[src/hdl/cbb_pkg.sv]
package cbb_pkg;

    // defaults for the top-level parameters
    localparam int CAPACITY_DEF    = 4096;
    localparam int MAX_PATTERN_DEF = 8;

    // field widths
    localparam int OP_W   = 3;
    localparam int BYTE_W = 8;
    localparam int POS_W  = 13;
    localparam int PAT_W  = 64;
    localparam int PLEN_W = 4;
    localparam int STAT_W = 2;

    // operation codes
    localparam logic [OP_W-1:0] OP_PUSH   = 3'd0;
    localparam logic [OP_W-1:0] OP_POP    = 3'd1;
    localparam logic [OP_W-1:0] OP_READ   = 3'd2;
    localparam logic [OP_W-1:0] OP_WRITE  = 3'd3;
    localparam logic [OP_W-1:0] OP_RESIZE = 3'd4;
    localparam logic [OP_W-1:0] OP_CLEAR  = 3'd5;
    localparam logic [OP_W-1:0] OP_FIND   = 3'd6;

    // status codes
    localparam logic [STAT_W-1:0] STAT_OK       = 2'd0;
    localparam logic [STAT_W-1:0] STAT_OVERFLOW = 2'd1;
    localparam logic [STAT_W-1:0] STAT_RANGE    = 2'd2;

    // found_at when there is no match
    localparam logic [POS_W-1:0] FOUND_NONE = '1;

    // control of the search window
    typedef struct packed {
        logic              clear;
        logic              shift;
        logic [BYTE_W-1:0] din;
    } t_win_ctl;

endpackage

[src/hdl/cbb_match.sv]
module cbb_match
    import cbb_pkg::*;
#(
    parameter int MAX_PATTERN = MAX_PATTERN_DEF
) (
    input  logic                        i_clk,
    input  logic                        i_rst_n,
    input  t_win_ctl                    i_ctl,
    input  logic [MAX_PATTERN*8-1:0]    i_pattern,
    input  logic [PLEN_W-1:0]           i_plen,
    output logic                        o_hit
);

    // window holds the last plen bytes, oldest in slot 0
    logic [BYTE_W-1:0] r_win [MAX_PATTERN];
    logic [BYTE_W-1:0] n_win [MAX_PATTERN];
    logic [PLEN_W-1:0] r_loaded;
    logic [PLEN_W-1:0] n_loaded;
    logic [MAX_PATTERN-1:0] w_eq;

    genvar gi;
    generate
        for (gi = 0; gi < MAX_PATTERN; gi++) begin : g_win
            localparam logic [PLEN_W-1:0] SLOT_NEXT = PLEN_W'(gi + 1);
            always_comb begin
                n_win[gi] = r_win[gi];
                if (i_ctl.shift) begin
                    if (SLOT_NEXT == i_plen) begin
                        n_win[gi] = i_ctl.din;
                    end else if (SLOT_NEXT < i_plen) begin
                        if (gi < MAX_PATTERN - 1) begin
                            n_win[gi] = r_win[(gi + 1) % MAX_PATTERN];
                        end
                    end
                end
            end
            assign w_eq[gi] = (PLEN_W'(gi) >= i_plen) ||
                              (n_win[gi] == i_pattern[gi*8 +: 8]);
            always_ff @(posedge i_clk) begin
                r_win[gi] <= n_win[gi];
            end
        end
    endgenerate

    always_comb begin
        n_loaded = r_loaded;
        if (i_ctl.clear) begin
            n_loaded = '0;
        end else if (i_ctl.shift && (r_loaded < PLEN_W'(MAX_PATTERN))) begin
            n_loaded = r_loaded + PLEN_W'(1);
        end
    end

    always_ff @(posedge i_clk) begin
        if (!i_rst_n) begin
            r_loaded <= '0;
        end else begin
            r_loaded <= n_loaded;
        end
    end

    // hit on the byte now shifting in
    assign o_hit = i_ctl.shift && (n_loaded >= i_plen) && (&w_eq);

endmodule

[config.mk]
export PLATFORM = sky130hd
export DESIGN_NAME = cbb_match
export DESIGN_NICKNAME = d
export VERILOG_FILES = /design/src/hdl/cbb_pkg.sv /design/src/hdl/cbb_match.sv
export SDC_FILE = /design/constraint.sdc
export NUM_CORES = 1
export LEC_CHECK = 0
export BUFFER_PORTS_ARGS = -buffer_cell sky130_fd_sc_hd__buf_2
export CAP_MARGIN = 10
export CORE_ASPECT_RATIO = 0.8
export CORE_MARGIN = 5
export CORE_UTILIZATION = 41
export CTS_BUF_LIST = sky130_fd_sc_hd__clkbuf_2 sky130_fd_sc_hd__clkbuf_4 sky130_fd_sc_hd__clkbuf_8
export CTS_CLUSTER_SIZE = 24
export DETAILED_ROUTE_END_ITERATION = 8
export GPL_TIMING_DRIVEN = 1
export PLACE_DENSITY = 0.63
export SLEW_MARGIN = 20
export SYNTH_ARGS = -nofsm -noshare
export SYNTH_HDL_FRONTEND = slang
export SYNTH_SLANG_ARGS = --single-unit
[constraint.sdc]
create_clock -name i_clk -period 3.57 [get_ports i_clk]
set_clock_uncertainty 0.15 [all_clocks]
set_input_delay 0.5355 -clock i_clk [delete_from_list [all_inputs] [get_ports i_clk]]
set_output_delay 0.5355 -clock i_clk [all_outputs]
set_load 0.005 [all_outputs]
==> reports/metrics.yaml, run 1 <==
status:
  outcome: "finished, violations left"
  violations_in_the_final_reports: "negative setup slack"
worst_setup_path:
  critical_path.endpoint_type: "output pin"
  critPathMaxFanout: 10
  rrSetupSlack_ns: 2.39
  critical_path.startpoint: "i_plen[0]"
  timing.setup.critical_path_class: "primary input to output pin"
  worst-endpoint-arrival_ns: 2.98
  r2r_cells: 4
  r2r_start: "r_loaded[3]$_SDFF_PN0_"
  worstSetupStartpointType: "primary input"
  required_ns: 2.88
sta:
  timing.slew.headroom_pct: 70.1
  final.period_utilization_pct: 103
  setup_tns_ns: -0.0961
  worst_slew_pin_slew_ns: 0.446
  number_of_hold_violations_in_the_final_report: 0
  grt_setup_unrepaired: "yes"
  max_freq_mhz: 273
  setup_ws_ns: -0.0961
  drv_slew: 0
  setup_viol: 1
  post-route-min-period_ns: 3.67
synth:
  seq_area_frac_synth_pct: 30.9
  syn_area_um2: 4410
  synth_seq_cells: 68
  postSynthAreaPerCell_um2: 8.03
  synth_async_sr_flop_share_pct: 0
  synth-edff-count: 0
  syn-num-nets: 634
  yosysUniqueCellTypes: 62
  synth_ff_type: "dfxtp_1"
  synth-warning-count: 0
  syn_inst: 549
floorplan:
  initial_core_util_pct: 42.5
  core_area_um2: 10400
  fp-row-count: 33
  top_level_ports: 81
  die_width_um: 126
  full_die_area_um2: 12900
  die_h_um: 103
clock_tree:
  cts_tree: "done"
  clkSlewWorstSetupHoldPaths_ns: 0.07
  h-tree-depth: 3
  clk_root_buffer_cell: "clkbuf_8"
  numCtsBuffers: 9
  clk-insertion-delay-late_ns: 0.36
  max-clock-path-buffers: 2
  clock_sink_count: 68
pwr:
  vdd.ir_drop.worst_uv: 192
  power-per-cell-area_nw_per_um2: 422
  power.static_leakage_nw: 2.44
  total_power_mw: 2.46
final_layout:
  finalNetCount: 764
  layout_cell_share_with_drive_strength_beyond_1_pct: 33.6
  n_antenna_cell: 0
  area.growth.synth_to_final_pct: 32.4
worst_hold_path:
  hold_depth: 2
  worstHoldPathType: "primary input to flop"
  hold_path_startpoint: "i_ctl[9]"
route:
  detailroute.via_count: 5069
  routed_via_density: 6.17
  route.final.wire_length_um: 15300
  drc_errors: 0
  detail-route-antenna-nets: 0
  avgRoutedWirePerCell_um: 18.7
  dr.first_iter.drc_count: 536
  number_of_optimization_iterations_in_the_first_detailed_route_pass: 6
grt:
  grt_first_pass_wirelength_um: 24100
  grt.total_usage_pct: 23.5
  first_global_vias: 4792
  maximum_number_of_pins_on_one_net_before_global_route_repair: 20
  grt_remaining_overflow: 0
  initial_antenna_violation_count: 0
placement:
  number_of_port_buffers: 80
  gp_congestion: 0.946
  dpl_wire_length_um: 11800
run:
  maxcap_viol_count: 0
## stage by stage
stage / utilization [%] / cells / hold WS [ns] / worst slack, ns / area [um2]
2_1_floorplan: - / 549 / 0.279 / 0.126 / 4410
3_3_place_gp: 51.4 / 802 / 0.312 / -0.0687 / 5330
3_5_place_dp: 51.4 / 802 / 0.319 / -0.146 / 5330
4_1_cts: 53.8 / 816 / 0.260 / 0.00246 / 5570
5_1_grt: 56.3 / 822 / 0.272 / -0.137 / 5840
6_report: 56.3 / 822 / 0.285 / -0.0961 / 5840
## synthesized netlist by cell type, types with 2 or more instances
cell      number  share of area [%]
o31a_1        14                2.8
a32oi_1       16                3.2
a21oi_1       41                4.7
buf_2         11                1.2
xnor2_1        5               0.99
nor3_1        43                4.9
a21o_1         3               0.51
and3_1        20                2.8
mux2_2         6                1.5
buf_4          5               0.85
nor4_1        31                4.4
or2_2          4               0.57
clkbuf_1      12                1.0
inv_1         10               0.85
o32ai_1       10                2.0
dfxtp_1       68                 31
a222oi_1       2               0.45
xor2_1         3               0.60
nand4_1       20                2.8
and4_1        10                2.0
or3_1          7               0.99
a22oi_1        3               0.51
buf_6         10                2.6
nand2b_1       3               0.43
nand3_1       44                5.0
o31ai_1        2               0.34
nor2_1        28                2.4
o21ai_0       25                2.8
or3_4          2               0.51
ha_1           5                1.4
nor4b_1        3               0.60
a31oi_1       12                1.7
o22ai_1        2               0.28
nor2b_1        3               0.43
or4_1          3               0.51
nor4b_2        3                1.0
nand2_1       35                3.0
## path summary, 6_finish.rpt
path                       endpoint
max                           o_hit
min          r_loaded[2]$_SDFF_PN0_
max reg2reg  r_loaded[1]$_SDFF_PN0_
min reg2reg     r_win[0][4]$_DFF_P_
## repair_timing
action	in CTS	in global routing
pin swaps	2	14
resized for setup	10	34
endpoints found under the setup margin	1	1
hold buffers	0	0
buffers inserted	0	4
cloned	0	2
## flip-flops by register name, indices dropped and copies added (netlist names)
name,count
r_loaded,4
r_win,64
## metal layers
metal	part of all wire (%)	global-route usage, %	vias to the layer above
met5	0	0	-
met4	0.98	6.68	0
met3	8.2	7.82	13
met2	44	36.7	199
met1	46	31.2	2440
li1	-	-	2417
## layout by cell type, fill, tap and decap left out, types with 4 or more instances in the layout
cell / synthesis / final
buf_6: 10 / 5
nand3_1: 44 / 44
inv_1: 10 / 10
dfxtp_1: 68 / 68
and3_1: 20 / 18
nor4_1: 31 / 23
and4_1: 10 / 10
nand2_1: 35 / 35
nor2_1: 28 / 28
o32ai_1: 10 / 4
clkbuf_8: 0 / 11
buf_12: 0 / 6
a32oi_2: 1 / 7
nand4_1: 20 / 20
xnor2_1: 5 / 5
a32oi_1: 16 / 10
o21ai_0: 25 / 25
a21oi_1: 41 / 41
or2_2: 4 / 4
o32ai_2: 0 / 6
o31a_1: 14 / 14
nor3_1: 43 / 41
mux2_2: 6 / 6
ha_1: 5 / 5
nor4_2: 0 / 7
buf_4: 5 / 69
a31oi_1: 12 / 12
or3_1: 7 / 7
buf_2: 11 / 76
## layout make-up
| type | instances | area, um2 |
|---|---|---|
| clock buffers | 12 | 159 |
| clock inverters | 2 | 35.0 |
| fillers | 966 | 4530 |
| inverters | 10 | 37.5 |
| multi-input cells | 432 | 2950 |
| flip-flops and latches | 68 | 1360 |
| well taps | 140 | 175 |
| repair buffers | 158 | 1110 |
## critical path: stages
cell      delay (ns)
buf_2           0.18
or3_4           0.46
a21oi_1         0.27
nor4_1          0.10
nor4_1          0.43
nand4_1         0.23
a222oi_1        0.37
and4_1          0.26
buf_2           0.12
## power by group
part / total, mW / internal (mW) / switching (mW)
Clock: 0.658 / 0.360 / 0.297
Sequential: 1.02 / 0.913 / 0.105
Combinational: 0.785 / 0.374 / 0.411
## cell families after synthesis
| group | share of synthesized area (%) |
|---|---|
| AOI/OAI and AO/OA | 23.2 |
| xor gates and xnor gates | 1.59 |
| adders and majority gates | 1.42 |
| buffers and inverters | 6.64 |
| DFF | 30.9 |
| muxes | 2.10 |
| and+or+nand+nor | 34.1 |
(Power assumes the default switching activity.)
==> run 2, diff against run 1 <==
--- a/config.mk
+++ b/config.mk
@@ -15,7 +15,9 @@
 export DETAILED_ROUTE_END_ITERATION = 8
 export GPL_TIMING_DRIVEN = 1
 export PLACE_DENSITY = 0.63
+export REMOVE_ABC_BUFFERS = 1
 export SLEW_MARGIN = 20
 export SYNTH_ARGS = -nofsm -noshare
 export SYNTH_HDL_FRONTEND = slang
 export SYNTH_SLANG_ARGS = --single-unit
+export TNS_END_PERCENT = 10
==> run 2 against run 1 <==
Against the previous run: the flow now finishes without violations; sequential share of layout area is 1.2 points lower; routed wire length is 3.5% higher; final cell count is 0.36% lower; highest routed layer unchanged.
==> reports/metrics.yaml, run 2 (same netlist as run 1, synthesis figures left out) <==
floorplan:
  initial_core_util_pct: 42.5  # unchanged
  top_level_ports: 81  # unchanged
  core_area_um2: 10400  # unchanged
  fp-row-count: 33  # unchanged
  die_width_um: 126  # unchanged
  die_h_um: 103  # unchanged
  full_die_area_um2: 12900  # unchanged
worst_setup_path:
  worst-endpoint-arrival_ns: 2.85  # -0.13 ns
  critical_path.endpoint_type: "output pin"
  timing.setup.critical_path_class: "primary input to output pin"
  slowest_delay_ns: 0.34  # -0.12 ns
  worstSetupStartpointType: "primary input"
  worstPathCellList: "buf_6, nor3b_4, buf_4, buf_6, a32oi_1, and3_1, nor4_2, nand4_1, a221oi_1, and4_1, buf_2"
  number_of_buffers_and_inverters_on_the_critical_path: 4  # +2
  critPathMaxFanout: 11  # +1
  crit_family: "simple AND/OR/NAND/NOR gates"
  required_ns: 2.88  # about the same
  cpMaxStageDelayCell: "nor4_2"
  library_cell_appearing_most_often_on_the_critical_path: "buf_6"
final_layout:
  fin_area_um2: 6150  # +5.4%
  layout.cells.most_common_list: "buf_2 (75), dfxtp_1 (68), buf_4 (53), nand3_1 (44), a21oi_1 (35)"
  finalNetCount: 759  # -0.65%
  final_common_cell: "buf_2"
  area.growth.synth_to_final_pct: 39.6
  layout_cell_share_with_drive_strength_beyond_1_pct: 38.0  # +4.4 points
  largest_register: "r_win"
  postLayoutCoreUtil_pct: 59.4  # +3.1 points
  largest_register_ffs: 64  # unchanged
  finish.cell_count_without_fillers: 819  # -0.36%
  largest_registers: "r_win x64, r_loaded x4"
  n_antenna_cell: 0  # unchanged
  seq_area_um2: 1360  # unchanged
  fillCellCount: 930  # -3.7%
  multiInputGateArea_um2: 3240  # +9.7%
sta:
  timing.hold.ws_ns: 0.272  # -0.0127 ns
  post-route-min-period_ns: 3.54  # -0.128 ns
  setup_viol: 0  # -1
  grt_setup_unrepaired: "yes"
  max_freq_mhz: 283  # +3.6%
  number_of_hold_violations_in_the_final_report: 0  # unchanged
  final.period_utilization_pct: 99.1  # -3.6 points
  worst_slew_pin_slew_ns: 0.488  # +0.0425 ns
  drv_slew: 0  # unchanged
  timing.slew.headroom_pct: 67.2  # -2.9 points
grt:
  grt_remaining_overflow: 0  # unchanged
  maximum_number_of_pins_on_one_net_before_global_route_repair: 22  # +10%
  use_met3_pct: 5.59  # -2.2 points
  grt_first_pass_wirelength_um: 23900  # -0.95%
  grt.busiest_layer: "met2"
  groute.layer.met2.usage_pct: 35.7  # -1.1 points
  first_global_vias: 4666  # -2.6%
  grt.total_usage_pct: 23.2  # -0.28 points
  gr-usage-met1_pct: 32.4  # +1.2 points
  initial_antenna_violation_count: 0  # unchanged
route:
  drc_errors: 0  # unchanged
  routed_via_density: 6.19  # +0.39%
  avgRoutedWirePerCell_um: 19.4  # +3.9%
  dr.first_iter.drc_count: 524  # -2.2%
  route.final.wire_length_um: 15900  # +3.5%
  detailroute.via_count: 5070  # +0.020%
  detail-route-antenna-nets: 0  # unchanged
  number_of_optimization_iterations_in_the_first_detailed_route_pass: 5  # -1
placement:
  placed_cells_incl_taps: 791  # -1.4%
  placedInstanceArea_um2: 5240  # -1.8%
  gp_congestion: 0.918  # -2.9%
  dpl_wire_length_um: 11400  # -3.0%
  number_of_port_buffers: 80  # unchanged
pwr:
  power-per-cell-area_nw_per_um2: 414  # -1.8%
  total_power_mw: 2.55  # +3.5%
  vdd.ir_drop.worst_uv: 228  # +19%
  power.static_leakage_nw: 2.48  # +1.6%
run:
  maxcap_viol_count: 0  # unchanged
clock_tree:
  h-tree-depth: 3  # unchanged
  clkSlewWorstSetupHoldPaths_ns: 0.07  # about the same
  cts_hold_buf: 0  # unchanged
  clk-insertion-delay-late_ns: 0.35  # about the same
  cts_tree: "done"
  max-clock-path-buffers: 2  # unchanged
  clk_root_buffer_cell: "clkbuf_8"
  clock_sink_count: 68  # unchanged
  numCtsBuffers: 9  # unchanged
status:
  outcome: "finished, final reports clean"
worst_hold_path:
  worstHoldPathType: "primary input to flop"
==> run 2: layer usage <==
metal / part of all wire [%] / wire length (um)
met4: 1.9 / 302
met1: 45 / 7160
met3: 9.2 / 1460
met5: 0 / 0
met2: 44 / 6960
==> run 2: through the flow <==
stage	TNS (ns)	worst slack (ns)
after floorplan	0	0.333
final	0	0.0320
after global placement	-0.175	-0.175
after global routing	-0.0836	-0.0836
after detailed placement	-0.188	-0.188
after CTS	0	0.00450
==> run 2: final cells by class <==
| cell class | instances | area share, % |
|---|---|---|
| clock buffers | 16 | 3.38 |
| inverters | 10 | 0.610 |
| multi-input cells | 433 | 52.7 |
| flip-flops and latches | 68 | 22.1 |
| well taps | 140 | 2.85 |
| repair buffers | 152 | 18.4 |
==> run 2: path summary, 6_finish.rpt <==
path / depth (start not counted) / startpoint / end / slack, ns
worst max-delay path: 11 / i_plen[0] / o_hit / 0.03
worst min-delay path: 2 / i_ctl[9] / r_loaded[3]$_SDFF_PN0_ / 0.27
worst max register to register: 3 / r_win[1][15]$_DFF_P_ / r_win[1][7]$_DFF_P_ / 2.32
worst min register to register: 2 / r_win[0][4]$_DFF_P_ / r_win[0][4]$_DFF_P_ / 0.33
==> run 2: where the power goes <==
part / internal [mW] / switching, mW / total (mW)
combinational: 0.402 / 0.440 / 0.841
clock: 0.364 / 0.304 / 0.669
sequential: 0.913 / 0.124 / 1.04
==> run 2: repair_timing <==
item                       in CTS  in global routing
gates cloned                    0                  3
setup buffers                   0                  9
setup endpoints to repair       1                  1
pin swaps                       6                 23
gates resized for setup        20                 89
==> run 3, diff against run 2 <==
--- a/config.mk
+++ b/config.mk
@@ -10,7 +10,6 @@
 export CORE_ASPECT_RATIO = 0.8
 export CORE_MARGIN = 5
 export CORE_UTILIZATION = 41
-export CTS_BUF_LIST = sky130_fd_sc_hd__clkbuf_2 sky130_fd_sc_hd__clkbuf_4 sky130_fd_sc_hd__clkbuf_8
 export CTS_CLUSTER_SIZE = 24
 export DETAILED_ROUTE_END_ITERATION = 8
 export GPL_TIMING_DRIVEN = 1
==> run 3 against run 2 <==
Against the previous run: final cell count up 0.37%; register-to-register slack better by 0.03 ns; combinational power is 2.7% lower.
==> reports/metrics.yaml, run 3 (same netlist as run 1, synthesis figures left out) <==
status:
  outcome: "finished, final reports clean"
worst_hold_path:
  worstHoldPathType: "primary input to flop"
floorplan:
  full_die_area_um2: 12900  # unchanged
  initial_core_util_pct: 42.5  # unchanged
  die_h_um: 103  # unchanged
  fp-row-count: 33  # unchanged
  core_area_um2: 10400  # unchanged
  top_level_ports: 81  # unchanged
  die_width_um: 126  # unchanged
route:
  routed_via_density: 6.12  # -1.1%
  met2WireLength_um: 6840  # -1.8%
  avgRoutedWirePerCell_um: 19.0  # -1.8%
  top_layer: "met4"
  dr.first_iter.drc_count: 426  # -19%
  wl_met1_um: 7120  # -0.54%
  route.final.wire_length_um: 15700  # -1.5%
  detailroute.via_count: 5033  # -0.73%
  detail-route-antenna-nets: 0  # unchanged
  routed-wl-met3_um: 1440  # -1.6%
  drc_errors: 0  # unchanged
  number_of_optimization_iterations_in_the_first_detailed_route_pass: 5  # unchanged
grt:
  initial_antenna_violation_count: 0  # unchanged
  maximum_number_of_pins_on_one_net_before_global_route_repair: 22  # unchanged
  grt_remaining_overflow: 0  # unchanged
  first_global_vias: 4634  # -0.69%
  grt_first_pass_wirelength_um: 23800  # -0.35%
  grt.total_usage_pct: 23.1  # -0.066 points
run:
  maxcap_viol_count: 0  # unchanged
final_layout:
  multiInputGateArea_um2: 3140  # -3.1%
  final_common_cell: "buf_2"
  n_antenna_cell: 0  # unchanged
  layout_cell_share_with_drive_strength_beyond_1_pct: 36.4  # -1.6 points
  largest_register: "r_win"
  largest_register_ffs: 64  # unchanged
  layout.cells.most_common_list: "buf_2 (75), dfxtp_1 (68), buf_4 (58), nand3_1 (44), a21oi_1 (36)"
  finalNetCount: 762  # +0.40%
  largest_registers: "r_win x64, r_loaded x4"
  area.growth.synth_to_final_pct: 39.9
  seq_area_um2: 1360  # unchanged
  fillCellCount: 902  # -3.0%
sta:
  setup_viol: 0  # unchanged
  timing.slew.headroom_pct: 70.9  # +3.7 points
  drv_slew: 0  # unchanged
  max_freq_mhz: 283  # about the same
  timing.hold.ws_ns: 0.302  # +0.0298 ns
  post-route-min-period_ns: 3.54  # -0.00195 ns
  number_of_hold_violations_in_the_final_report: 0  # unchanged
  worst_slew_pin_slew_ns: 0.434  # -0.0543 ns
  final.period_utilization_pct: 99.1  # about the same
  grt_setup_unrepaired: "yes"
clock_tree:
  clk-insertion-delay-late_ns: 0.33  # -0.02 ns
  clkSlewWorstSetupHoldPaths_ns: 0.06  # about the same
  h-tree-depth: 3  # unchanged
  cts_tree: "done"
  max-clock-path-buffers: 2  # unchanged
  clk_root_buffer_cell: "clkbuf_16"
  clock_sink_count: 68  # unchanged
  numCtsBuffers: 9  # unchanged
pwr:
  power-per-cell-area_nw_per_um2: 445  # +7.5%
  vdd.ir_drop.worst_uv: 337  # +47%
  total_power_mw: 2.74  # +7.8%
  power.static_leakage_nw: 2.52  # +1.8%
placement:
  number_of_port_buffers: 80  # unchanged
  gp_congestion: 0.918  # unchanged
  dpl_wire_length_um: 11400  # unchanged
worst_setup_path:
  timing.setup.critical_path_class: "primary input to output pin"
  critPathMaxFanout: 9  # -2
  worstSetupStartpointType: "primary input"
  worst-endpoint-arrival_ns: 2.85  # about the same
  critical_path.endpoint_type: "output pin"
  required_ns: 2.88  # about the same
run 3: per-stage QoR:
| step | setup TNS [ns] | worst slack, ns | util [%] | cells | cell area [um2] |
|---|---|---|---|---|---|
| 4_1_cts | 0 | 0.000243 | 54.3 | 807 | 5620 |
| 5_1_grt | -0.0578 | -0.0578 | 59.5 | 822 | 6170 |
| 2_1_floorplan | 0 | 0.333 | - | 510 | 4150 |
| 6_report | 0 | 0.0339 | 59.5 | 822 | 6170 |
| 3_3_place_gp | -0.175 | -0.175 | 50.5 | 791 | 5240 |
| 3_5_place_dp | -0.188 | -0.188 | 50.5 | 791 | 5240 |
run 3: power breakdown:
group	switching (mW)	internal [mW]	total, mW
Clock	0.328	0.566	0.894
Combinational	0.427	0.391	0.818
Sequential	0.118	0.914	1.03
Total	0.873	1.87	2.74
run 3: worst max-delay path, cell delays in order:
cell      delay [ns]
buf_6           0.13
buf_6           0.13
nand3b_4        0.18
buf_8           0.21
o32ai_4         0.23
or3_1           0.17
nand4_1         0.12
or4_4           0.56
a22oi_1         0.19
and4_1          0.24
buf_2           0.13
run 3: repair_timing:
item | 4_1_cts | 5_1_grt
setup buffers | 0 | 13
gates cloned | 0 | 2
resized for setup | 19 | 78
pin swaps | 7 | 20
endpoints found under the setup margin | 1 | 1
hold buffers | 0 | 0
run 3: layer usage:
layer / GRT usage [%] / vias up
li1: - / 2418
met1: 32.0 / 2367
met4: 7.01 / 0
met3: 6.16 / 22
met5: 0 / -
met2: 35.6 / 226
run 3: path summary, 6_finish.rpt:
path | start | end | slack [ns] | cells past startpoint
max | i_ctl[8] | o_hit | 0.03 | 11
min reg2reg | r_win[0][4]$_DFF_P_ | r_win[0][4]$_DFF_P_ | 0.32 | 2
min | i_ctl[9] | r_loaded[3]$_SDFF_PN0_ | 0.30 | 2
max reg2reg | r_loaded[3]$_SDFF_PN0_ | r_loaded[2]$_SDFF_PN0_ | 2.35 | 5
run 3: cell type report:
class | count | share of cell area (%)
inverter | 10 | 0.609
clock buffer | 16 | 4.89
multi-input combinational | 432 | 50.9
tap | 140 | 2.84
timing repair buffer | 156 | 18.7
sequential | 68 | 22.1
